--- config.mk ---
export PLATFORM = sky130hd
export DESIGN_NAME = pipeline_hazard_counter_flat
export DESIGN_NICKNAME = d
export VERILOG_FILES = /design/src/rtl/phc_pkg.sv /design/src/rtl/phc_if.sv /design/src/rtl/pipeline_hazard_counter.sv /design/src/flat_wrapper.sv
export SDC_FILE = /design/constraint.sdc
export NUM_CORES = 1
export LEC_CHECK = 0
export ABC_CLOCK_PERIOD_IN_PS = 3800
export BUFFER_PORTS_ARGS = -buffer_cell sky130_fd_sc_hd__buf_2
export CORE_UTILIZATION = 55
export DETAILED_ROUTE_END_ITERATION = 8
export HOLD_SLACK_MARGIN = 0.12
export PLACE_DENSITY = 0.79
export SLEW_MARGIN = 5
export SYNTH_ARGS = -nofsm -noshare
export SYNTH_HDL_FRONTEND = slang
export SYNTH_SLANG_ARGS = --single-unit
--- constraint.sdc ---
create_clock -name clk -period 3.8 [get_ports clk]
set_clock_uncertainty 0.1 [all_clocks]
set_input_delay 0.76 -clock clk [delete_from_list [all_inputs] [get_ports clk]]
set_output_delay 0.76 -clock clk [all_outputs]
set_load 0.02 [all_outputs]
--- src/rtl/phc_pkg.sv ---
// ----------------------------------------------------------------------------
// phc_pkg
// Shared widths, instruction kind codes, counter indexes and channel payloads
// of the pipeline hazard counter.
// ----------------------------------------------------------------------------
package phc_pkg;

  localparam int HISTORY_DEPTH = 4;   // 4..16; distances 1 to 3 are compared
  localparam int REG_W         = 5;
  localparam int KIND_W        = 2;
  localparam int CNT_W         = 32;
  localparam int NUM_COUNTERS  = 11;
  localparam int CIDX_W        = $clog2(NUM_COUNTERS);

  // instruction kinds
  localparam logic [KIND_W-1:0] KIND_R    = 2'd0;
  localparam logic [KIND_W-1:0] KIND_I    = 2'd1;
  localparam logic [KIND_W-1:0] KIND_J    = 2'd2;
  localparam logic [KIND_W-1:0] KIND_LOAD = 2'd3;

  // counter slots, in result order
  localparam logic [CIDX_W-1:0] C_RAW5    = 4'd0;
  localparam logic [CIDX_W-1:0] C_LU5     = 4'd1;
  localparam logic [CIDX_W-1:0] C_WAW5    = 4'd2;
  localparam logic [CIDX_W-1:0] C_RAW7N   = 4'd3;
  localparam logic [CIDX_W-1:0] C_RAW7F   = 4'd4;
  localparam logic [CIDX_W-1:0] C_LU7N    = 4'd5;
  localparam logic [CIDX_W-1:0] C_LU7F    = 4'd6;
  localparam logic [CIDX_W-1:0] C_WAW7    = 4'd7;
  localparam logic [CIDX_W-1:0] C_RAW13D1 = 4'd8;
  localparam logic [CIDX_W-1:0] C_RAW13D2 = 4'd9;
  localparam logic [CIDX_W-1:0] C_RAW13D3 = 4'd10;

  typedef struct packed {
    logic [KIND_W-1:0] kind;
    logic [REG_W-1:0]  dest_reg;
    logic [REG_W-1:0]  src_reg_a;
    logic [REG_W-1:0]  src_reg_b;
  } instr_t;

  typedef struct packed {
    logic [CNT_W-1:0] raw_5stage;
    logic [CNT_W-1:0] loaduse_5stage;
    logic [CNT_W-1:0] waw_5stage;
    logic [CNT_W-1:0] raw_7stage_near;
    logic [CNT_W-1:0] raw_7stage_far;
    logic [CNT_W-1:0] loaduse_7stage_near;
    logic [CNT_W-1:0] loaduse_7stage_far;
    logic [CNT_W-1:0] waw_7stage;
    logic [CNT_W-1:0] raw_13stage_d1;
    logic [CNT_W-1:0] raw_13stage_d2;
    logic [CNT_W-1:0] raw_13stage_d3;
  } counts_t;

endpackage

--- src/rtl/phc_if.sv ---
// ----------------------------------------------------------------------------
// phc_if
// Valid/ready channels of the pipeline hazard counter: instruction input and
// counter snapshot output.
// ----------------------------------------------------------------------------
interface phc_in_if import phc_pkg::*; ();
  logic   valid;
  logic   ready;
  instr_t data;

  modport source (output valid, output data, input ready);
  modport sink   (input valid, input data, output ready);
endinterface

interface phc_out_if import phc_pkg::*; ();
  logic    valid;
  logic    ready;
  counts_t data;

  modport source (output valid, output data, input ready);
  modport sink   (input valid, input data, output ready);
endinterface

--- src/rtl/pipeline_hazard_counter.sv ---
// ----------------------------------------------------------------------------
// pipeline_hazard_counter
// Counts RAW, load-use and WAW data hazards of a decoded instruction stream
// for 5-, 7- and 13-stage pipelines; emits all eleven counters per item.
// ----------------------------------------------------------------------------
//  channel   dir   payload    transfer when
//  instr     in    instr_t    instr.valid && instr.ready
//  counts    out   counts_t   counts.valid && counts.ready
//
//  One instruction per cycle while the output does not stall; from instr
//  transfer to counts valid: decode register, then compare and count.
//  The counters themselves are the result register; they move only when the
//  previous snapshot has been taken, and the decode register absorbs one
//  more instruction while the output stalls.
//  Synchronous reset clears history, counters and valid flags.
// ----------------------------------------------------------------------------
module pipeline_hazard_counter import phc_pkg::*; (
  input logic      clk,
  input logic      rst,
  phc_in_if.sink   instr,
  phc_out_if.source counts
);

  // decoded instruction register
  logic             s1_valid;
  logic [REG_W-1:0] s1_w, s1_a, s1_b, s1_ld;
  logic [REG_W-1:0] w_next, a_next, b_next, ld_next;

  // history, entry 0 is the newest committed instruction (distance 1)
  logic [HISTORY_DEPTH-1:0][REG_W-1:0] dest_hist, src_a_hist, src_b_hist, load_hist;

  logic [NUM_COUNTERS-1:0][CNT_W-1:0] cnt;
  logic [NUM_COUNTERS-1:0]            inc;
  logic                               out_valid;

  logic adv;
  logic raw1, raw2, raw3, lu1, lu2, waw1, waw2;

  assign adv         = s1_valid && (!out_valid || counts.ready);
  assign instr.ready = !s1_valid || adv;

  always_comb begin
    w_next  = '0;
    a_next  = '0;
    b_next  = '0;
    ld_next = '0;
    unique case (instr.data.kind)
      KIND_R: begin
        w_next = instr.data.dest_reg;
        a_next = instr.data.src_reg_a;
        b_next = instr.data.src_reg_b;
      end
      KIND_I: begin
        w_next = instr.data.src_reg_b;
        a_next = instr.data.src_reg_a;
      end
      KIND_LOAD: begin
        w_next  = instr.data.src_reg_b;
        a_next  = instr.data.src_reg_a;
        ld_next = instr.data.src_reg_b;
      end
      default: ;  // J-type touches no registers
    endcase
  end

  function automatic logic src_hit(input logic [REG_W-1:0] a, input logic [REG_W-1:0] b,
                                   input logic [REG_W-1:0] h);
    src_hit = ((a != '0) && (a == h)) || ((b != '0) && (b == h));
  endfunction

  // register 0 never matches
  assign raw1 = src_hit(s1_a, s1_b, dest_hist[0]);
  assign raw2 = src_hit(s1_a, s1_b, dest_hist[1]);
  assign raw3 = src_hit(s1_a, s1_b, dest_hist[2]);
  assign lu1  = src_hit(s1_a, s1_b, load_hist[0]);
  assign lu2  = src_hit(s1_a, s1_b, load_hist[1]);
  assign waw1 = (s1_w != '0) && (s1_w == dest_hist[0]);
  assign waw2 = (s1_w != '0) && (s1_w == dest_hist[1]);

  always_comb begin
    inc            = '0;
    inc[C_RAW5]    = raw1;
    inc[C_LU5]     = lu1;
    inc[C_WAW5]    = waw1;
    inc[C_RAW7N]   = raw1;
    inc[C_RAW7F]   = !raw1 && raw2;
    inc[C_LU7N]    = lu1;
    inc[C_LU7F]    = !lu1 && lu2;
    inc[C_WAW7]    = waw1 || waw2;
    inc[C_RAW13D1] = raw1;
    inc[C_RAW13D2] = !raw1 && raw2;
    inc[C_RAW13D3] = !raw1 && !raw2 && raw3;
  end

  always_ff @(posedge clk) begin
    if (rst) begin
      s1_valid   <= 1'b0;
      out_valid  <= 1'b0;
      dest_hist  <= '0;
      src_a_hist <= '0;
      src_b_hist <= '0;
      load_hist  <= '0;
      cnt        <= '0;
    end else begin
      if (instr.valid && instr.ready) begin
        s1_valid <= 1'b1;
      end else if (adv) begin
        s1_valid <= 1'b0;
      end

      if (adv) begin
        out_valid <= 1'b1;
      end else if (counts.ready) begin
        out_valid <= 1'b0;
      end

      if (adv) begin
        dest_hist  <= {dest_hist[HISTORY_DEPTH-2:0], s1_w};
        src_a_hist <= {src_a_hist[HISTORY_DEPTH-2:0], s1_a};
        src_b_hist <= {src_b_hist[HISTORY_DEPTH-2:0], s1_b};
        load_hist  <= {load_hist[HISTORY_DEPTH-2:0], s1_ld};
        for (int k = 0; k < NUM_COUNTERS; k++) begin
          if (inc[k] && (cnt[k] != '1)) begin
            cnt[k] <= cnt[k] + 1'b1;  // saturating
          end
        end
      end
    end
  end

  // payload needs no reset
  always_ff @(posedge clk) begin
    if (instr.valid && instr.ready) begin
      s1_w  <= w_next;
      s1_a  <= a_next;
      s1_b  <= b_next;
      s1_ld <= ld_next;
    end
  end

  assign counts.valid                    = out_valid;
  assign counts.data.raw_5stage          = cnt[C_RAW5];
  assign counts.data.loaduse_5stage      = cnt[C_LU5];
  assign counts.data.waw_5stage          = cnt[C_WAW5];
  assign counts.data.raw_7stage_near     = cnt[C_RAW7N];
  assign counts.data.raw_7stage_far      = cnt[C_RAW7F];
  assign counts.data.loaduse_7stage_near = cnt[C_LU7N];
  assign counts.data.loaduse_7stage_far  = cnt[C_LU7F];
  assign counts.data.waw_7stage          = cnt[C_WAW7];
  assign counts.data.raw_13stage_d1      = cnt[C_RAW13D1];
  assign counts.data.raw_13stage_d2      = cnt[C_RAW13D2];
  assign counts.data.raw_13stage_d3      = cnt[C_RAW13D3];

  // counters move only on a transfer into the output stage
  a_cnt_hold: assert property (@(posedge clk) disable iff (rst)
    !$past(rst) && !$past(adv) |-> $stable(cnt))
    else $error("counters changed without an item");

  // the distance-one RAW counts of all three pipelines track each other
  a_raw_d1_equal: assert property (@(posedge clk) disable iff (rst)
    (cnt[C_RAW5] == cnt[C_RAW7N]) && (cnt[C_RAW5] == cnt[C_RAW13D1]))
    else $error("distance-one RAW counters disagree");

  a_lu_d1_equal: assert property (@(posedge clk) disable iff (rst)
    cnt[C_LU5] == cnt[C_LU7N])
    else $error("distance-one load-use counters disagree");

  // a RAW is charged to one distance only in the 13-stage set
  a_raw13_one: assert property (@(posedge clk) disable iff (rst)
    adv |-> $onehot0({inc[C_RAW13D1], inc[C_RAW13D2], inc[C_RAW13D3]}))
    else $error("RAW charged to more than one distance");

  // waw_7stage and raw_13stage_d3 never fall outside reset
  a_cnt_mono: assert property (@(posedge clk) disable iff (rst)
    !$past(rst) |-> (cnt[C_WAW7] >= $past(cnt[C_WAW7])) &&
                    (cnt[C_RAW13D3] >= $past(cnt[C_RAW13D3])))
    else $error("counter decreased");

endmodule

--- src/flat_wrapper.sv ---
// flat-port wrapper written by rule: the top's interface ports become plain ports
module pipeline_hazard_counter_flat import phc_pkg::*;
  (clk, rst, instr_valid, instr_data, instr_ready, counts_valid, counts_data, counts_ready);
  phc_in_if instr_i ();
  phc_out_if counts_i ();
  input logic clk;
  input logic rst;
  input wire logic [$bits(instr_i.valid)-1:0] instr_valid;
  input wire logic [$bits(instr_i.data)-1:0] instr_data;
  output wire logic [$bits(instr_i.ready)-1:0] instr_ready;
  output wire logic [$bits(counts_i.valid)-1:0] counts_valid;
  output wire logic [$bits(counts_i.data)-1:0] counts_data;
  input wire logic [$bits(counts_i.ready)-1:0] counts_ready;
  assign instr_i.valid = instr_valid;
  assign instr_i.data = instr_data;
  assign instr_ready = instr_i.ready;
  assign counts_valid = counts_i.valid;
  assign counts_data = counts_i.data;
  assign counts_i.ready = counts_ready;
  pipeline_hazard_counter u_core (.clk(clk), .rst(rst), .instr(instr_i), .counts(counts_i));
endmodule
Word level (Yosys, flattened, before mapping)
Index checks and enable logic that the tools add are counted.

Add/subtract/negate cells: 11. Equal/unequal tests: 25. Muxes and demuxes: 5. Reductions and logical operators: 61.

Operator list (number): 32-bit by 1-bit adder with 32-bit output (second input constant) (11); 32-bit inequality test (second input constant) (11); 5-bit equality test (12); 1-bit logical AND (29); 2-bit AND reduction (11); 5-bit nonzero test (3); 5-bit one-hot mux with 2 select lines (1); 1-bit logical OR (8); 1-bit logical NOT (5); 1-bit two-way mux (4); 2-bit nonzero test (2); 3-bit OR reduction (1); 2-bit by 1-bit equality test with 1-bit output (second input constant) (1); 2-bit equality test (second input constant) (1); 2-bit logical NOT (1); 2-bit OR reduction (1).

Flip-flop bits (word level): 399. Input port bits: 21. Output and inout bits: 354. Word-level logic and storage cells: 124.

Depth between registers and ports, before layout
Depth in word-level cells: 8. Gate-level depth with buffers: 11. Mapped depth without buffers: 8.

Worst setup path after synthesis
OpenSTA, ideal clock, no wires.

Kind: reg2reg. From: register u_core.cnt (netlist bit u_core.counts.data[208]). To: register u_core.cnt (netlist bit u_core.counts.data[193]). Library setup time: 0.128 ns. Data arrival time: 2.547 ns. Required time: 3.572 ns. Path slack: 1.026 ns. Cell stages (with the launch flop): 11. Buffers on the path: 3. Period minus slack after synthesis: 2.774 ns. Cell sequence: dfxtp_1 -> nand4_1 -> or2_2 -> clkbuf_1 -> or4_1 -> nor3_2 -> or3_1 -> buf_2 -> buf_2 -> mux2i_1 -> nor2_1.

Cells in the longest elaborated chain, start to end: 3.

Ends and longest elaborated chain: start: declaration (line pipeline_hazard_counter.sv:32) `logic [NUM_COUNTERS-1:0][CNT_W-1:0] cnt;`; start signal: indexed assignment (line pipeline_hazard_counter.sv:124) `cnt[k] <= cnt[k] + 1'b1;`; 32-bit inequality test (line pipeline_hazard_counter.sv:123) `if (inc[k] && (cnt[k] != '1)) begin`; 1-bit logical AND (line pipeline_hazard_counter.sv:123); 2-bit AND reduction (no line).

No other way between the ends. A chain may end at the register's enable or synchronous reset.

Worst setup path after layout
From: register u_core.s1_a[3]. To: register u_core.cnt (netlist bit u_core.counts.data[219]).

Cells in the longest elaborated chain, start to end: 7. Elaborated cells on any way between the ends: 11. Those cells by class: eq/ne: 2; reduce/logical: 9.

Ends and longest elaborated chain: start: declaration (line pipeline_hazard_counter.sv:26) `logic [REG_W-1:0] s1_w, s1_a, s1_b, s1_ld;`; start signal: assignment (line pipeline_hazard_counter.sv:135) `s1_a <= a_next;`; 5-bit equality test / 5-bit nonzero test (equally long branches) (line pipeline_hazard_counter.sv:68) `src_hit = ((a != '0) && (a == h)) || ((b != '0) && (b == h));`; 1-bit logical AND (line pipeline_hazard_counter.sv:68); 1-bit logical OR (line pipeline_hazard_counter.sv:68); 1-bit logical NOT (line pipeline_hazard_counter.sv:86) `inc[C_RAW7F] = !raw1 && raw2;`; 1-bit logical AND * (line pipeline_hazard_counter.sv:86); 1-bit logical AND * (line pipeline_hazard_counter.sv:123); 2-bit AND reduction (no line) *.

Mark *: on every way between the ends. The rest lies on a longest branch, timed or not.

==> qor.yml <==
synthesis:
  ys_seq_area_share_pct: 41.8
  synth_top_area_cell: "dfxtp_1"
  synth_area_um2: 19600
  ys_seq_elements: 399
  synth_area_per_cell_um2: 8.27
  post-synth-top-area-fraction_pct: 38.7
  synthArstFlopShare_pct: 0
  ys_top_cells_by_area: "dfxtp_1 39%, xnor2_1 7.9%, nor2_1 6.0%"
  synth_edf_count: 20
  synth_flop_cell: "dfxtp_1"
  synthCells: 2370
  yosysWarnings: 0
  ys_types: 58
  syn_nets: 2402
clocking:
  cts_root_buf: "clkbuf_16"
  cts_sinks: 399
  numCtsBuffers: 43
  cts_tree: "yes"
  cts_max_level: 2
  cts_hold_buf: 0
  worstSkewPairLatency_ps: 560
  cts_resized: 0
  clk_pin_slew_ps: 60
  cts_buffer_depth: 3
  post_cts_buffers: 0
layout:
  layout-drive-gt1-share_pct: 19.3
  final-seq-area_um2: 8190
  nNetsFinal: 2710
  filler_cell_count: 2868
  finish.utilization_pct: 66.6
  area_delta_synth_final_pct: 18.2
  multi_input_area_um2: 10800
timing:
  fin_hold_ws_ps: 339
  fmax_ghz: 0.303
  finalCritPeriodShare_pct: 86.8
  relSlewSlack_pct: 27.0
  rsz0062_at_grt: "false"
  drv_slew: 0
  hold_viol: 0
  setup_viol: 0
  worst_slew_pin_slew_ps: 1090
  fin_setup_tns_ps: 0
  layout_setup_ws_ps: 500
  fin_crit_ps: 3300
placed_design:
  dp_hpwl_um: 37100
  place.gp.congestion: 0.918
  numPortBuffers: 374
  pre_cts_slack_ps: 583
setup_path:
  crit_path_end_kind: "flip-flop"
  required_ps: 4150
  crit_path_start_kind: "flip-flop"
  crit_fanout: 19
  worst-setup-path-type: "reg -> reg"
  cp.arrival_ps: 3650
global_routing:
  overflow: 0
  grt_pass1_wl_um: 84900
  grt_max_degree: 142
  antenna_found_initial: 0
  grt_usage_pct: 28.1
  grt_pass1_vias: 17000
drt:
  vias_per_cell: 5.81
  drc: 0
  drt_iter0_drc: 1246
  dr.pass1.iters: 7
  routedWlPerCell_um: 16.7
  wl_um: 52700
  num_vias: 18400
  drtAntennaViolNets: 0
pwr:
  p_int_w: 0.00680
  pwr-share-comb_pct: 3.4
  p_sw_w: 0.00196
  power_density_nw_per_um2: 378
  peakVddDrop_mv: 0.370
  p_leak_nw: 9.02
  p_seq_share_pct: 49.0
  finalPower_w: 0.00876
  pwr-share-clk_pct: 47.6
  switching_share_pct: 22.3
floorplan:
  design.die.area_um2: 36400
  die_h_um: 191
  io_pins: 375
  dieWidth_um: 191
  rows: 68
  fp.coreArea_um2: 34800
  initial_utilization_pct: 56.3
run_status:
  outcome: "complete, no violations"
worst_hold_path:
  hold_class: "in -> reg"
job:
  max_cap_viol_count: 0
## Yosys cell counts (6+ instances only)
| master | n |
|---|---|
| dfxtp_1 | 379 |
| nor2_1 | 315 |
| nand2_1 | 192 |
| xnor2_1 | 176 |
| nand3_1 | 154 |
| xor2_1 | 130 |
| nand4_1 | 125 |
| clkbuf_1 | 119 |
| a21oi_1 | 107 |
| nor3_1 | 107 |
| and3_1 | 78 |
| or3_1 | 59 |
| o21ai_0 | 52 |
| nor4_1 | 45 |
| and2_1 | 42 |
| and4_1 | 31 |
| or4_1 | 28 |
| inv_1 | 26 |
| nor2b_1 | 23 |
| edfxtp_1 | 20 |
| o31ai_1 | 17 |
| mux2_2 | 14 |
| nand2b_1 | 13 |
| nor4b_1 | 13 |
| buf_2 | 11 |
| ha_1 | 11 |
| or2_2 | 8 |
| a31o_2 | 7 |
| buf_1 | 7 |
| nor3b_1 | 6 |
## through the flow
step                      std cells  instance area, µm²
final                          3161               23200
after global placement         3088               21800
after global routing           3160               23200
after floorplan                2370               19600
after detailed placement       3088               21800
after CTS                      3160               23200
## critical path: stages, from the launching register on
cell and delay (ps):
edfxtp_1 530, nor3_1 100, and2_1 200, nor4_1 590
o211ai_4 300, or3_1 660, nor4_1 340, mux2_2 370
## flip-flops by register name, summed over array words and instances (netlist names), 5 cells and up
signal,flops
u_core.load_hist,10
u_core.s1_a,5
u_core.counts.data,352
u_core.s1_b,5
u_core.dest_hist,15
u_core.s1_w,5
u_core.s1_ld,5
## cell type report
class	count	area share (%)
multi-input combinational	1802	46.4
sequential	399	35.3
timing repair buffer	406	9.32
clock buffer	56	5.44
tap	455	2.46
clock inverter	16	0.589
inverter	26	0.421
antenna	1	0.0108
## kinds of logic (layout without fill, tap and decap cells)
group | Yosys count | count (layout) | synth area share, %
other | 0 | 1 | 0
flip-flops | 399 | 399 | 41.8
AO/OA/AOI/OAI | 206 | 206 | 6.11
XOR/XNOR | 306 | 306 | 13.7
AND/OR/NAND/NOR | 1260 | 1260 | 33.2
buffers and inverters | 169 | 504 | 3.46
adder cells (fa/ha/maj) | 11 | 11 | 0.702
multiplexers | 19 | 19 | 1.06
## cell usage in the layout (no fill, tap or decap), types with 10 or more instances in the layout
cell,count
and3_1,78
nor3_1,107
edfxtp_1,20
o31ai_1,17
nor2_1,315
o21ai_0,52
nand2b_1,13
mux2_2,14
nand2_1,191
or3_1,59
clkbuf_16,47
buf_2,373
inv_1,26
or4_1,28
and4_1,31
xnor2_1,176
and2_1,42
dfxtp_1,379
nor4b_1,13
ha_1,11
nor2b_1,23
nor4_1,45
clkinv_2,10
nand4_1,125
a21oi_1,106
nand3_1,154
xor2_1,130
buf_4,29
## worst paths after layout
| check | to | slack (ps) | cells after the start | from |
|---|---|---|---|---|
| worst max register to register | u_core.counts.data[219] | 500 | 7 | u_core.s1_a[3] |
| worst max-delay path | u_core.counts.data[219] | 500 | 7 | u_core.s1_a[3] |
| worst min-delay path | u_core.s1_valid | 340 | 3 | instr_valid |
| worst min register to register | u_core.counts.data[63] | 400 | 2 | u_core.counts.data[63] |
## routing by layer
metal / share of wire (%) / track usage, % / wire length, µm / up-vias
met5: 0 / 0 / 0 / -
met4: 3.4 / 11.9 / 1790 / 0
met3: 6.9 / 6.22 / 3630 / 121
met2: 47 / 45.4 / 24700 / 634
met1: 43 / 35.9 / 22500 / 8710
li1: - / - / - / 8910
## power groups by stage
stage          Clock (W)  Sequential [W]  Combinational, W
6_report         0.00417         0.00429          0.000298
5_1_grt          0.00442         0.00429          0.000325
4_1_cts          0.00424         0.00429          0.000295
3_5_place_dp           0         0.00438          0.000294
3_3_place_gp           0         0.00438          0.000289
2_1_floorplan          0         0.00436          0.000227
(Power assumes the default switching activity.)
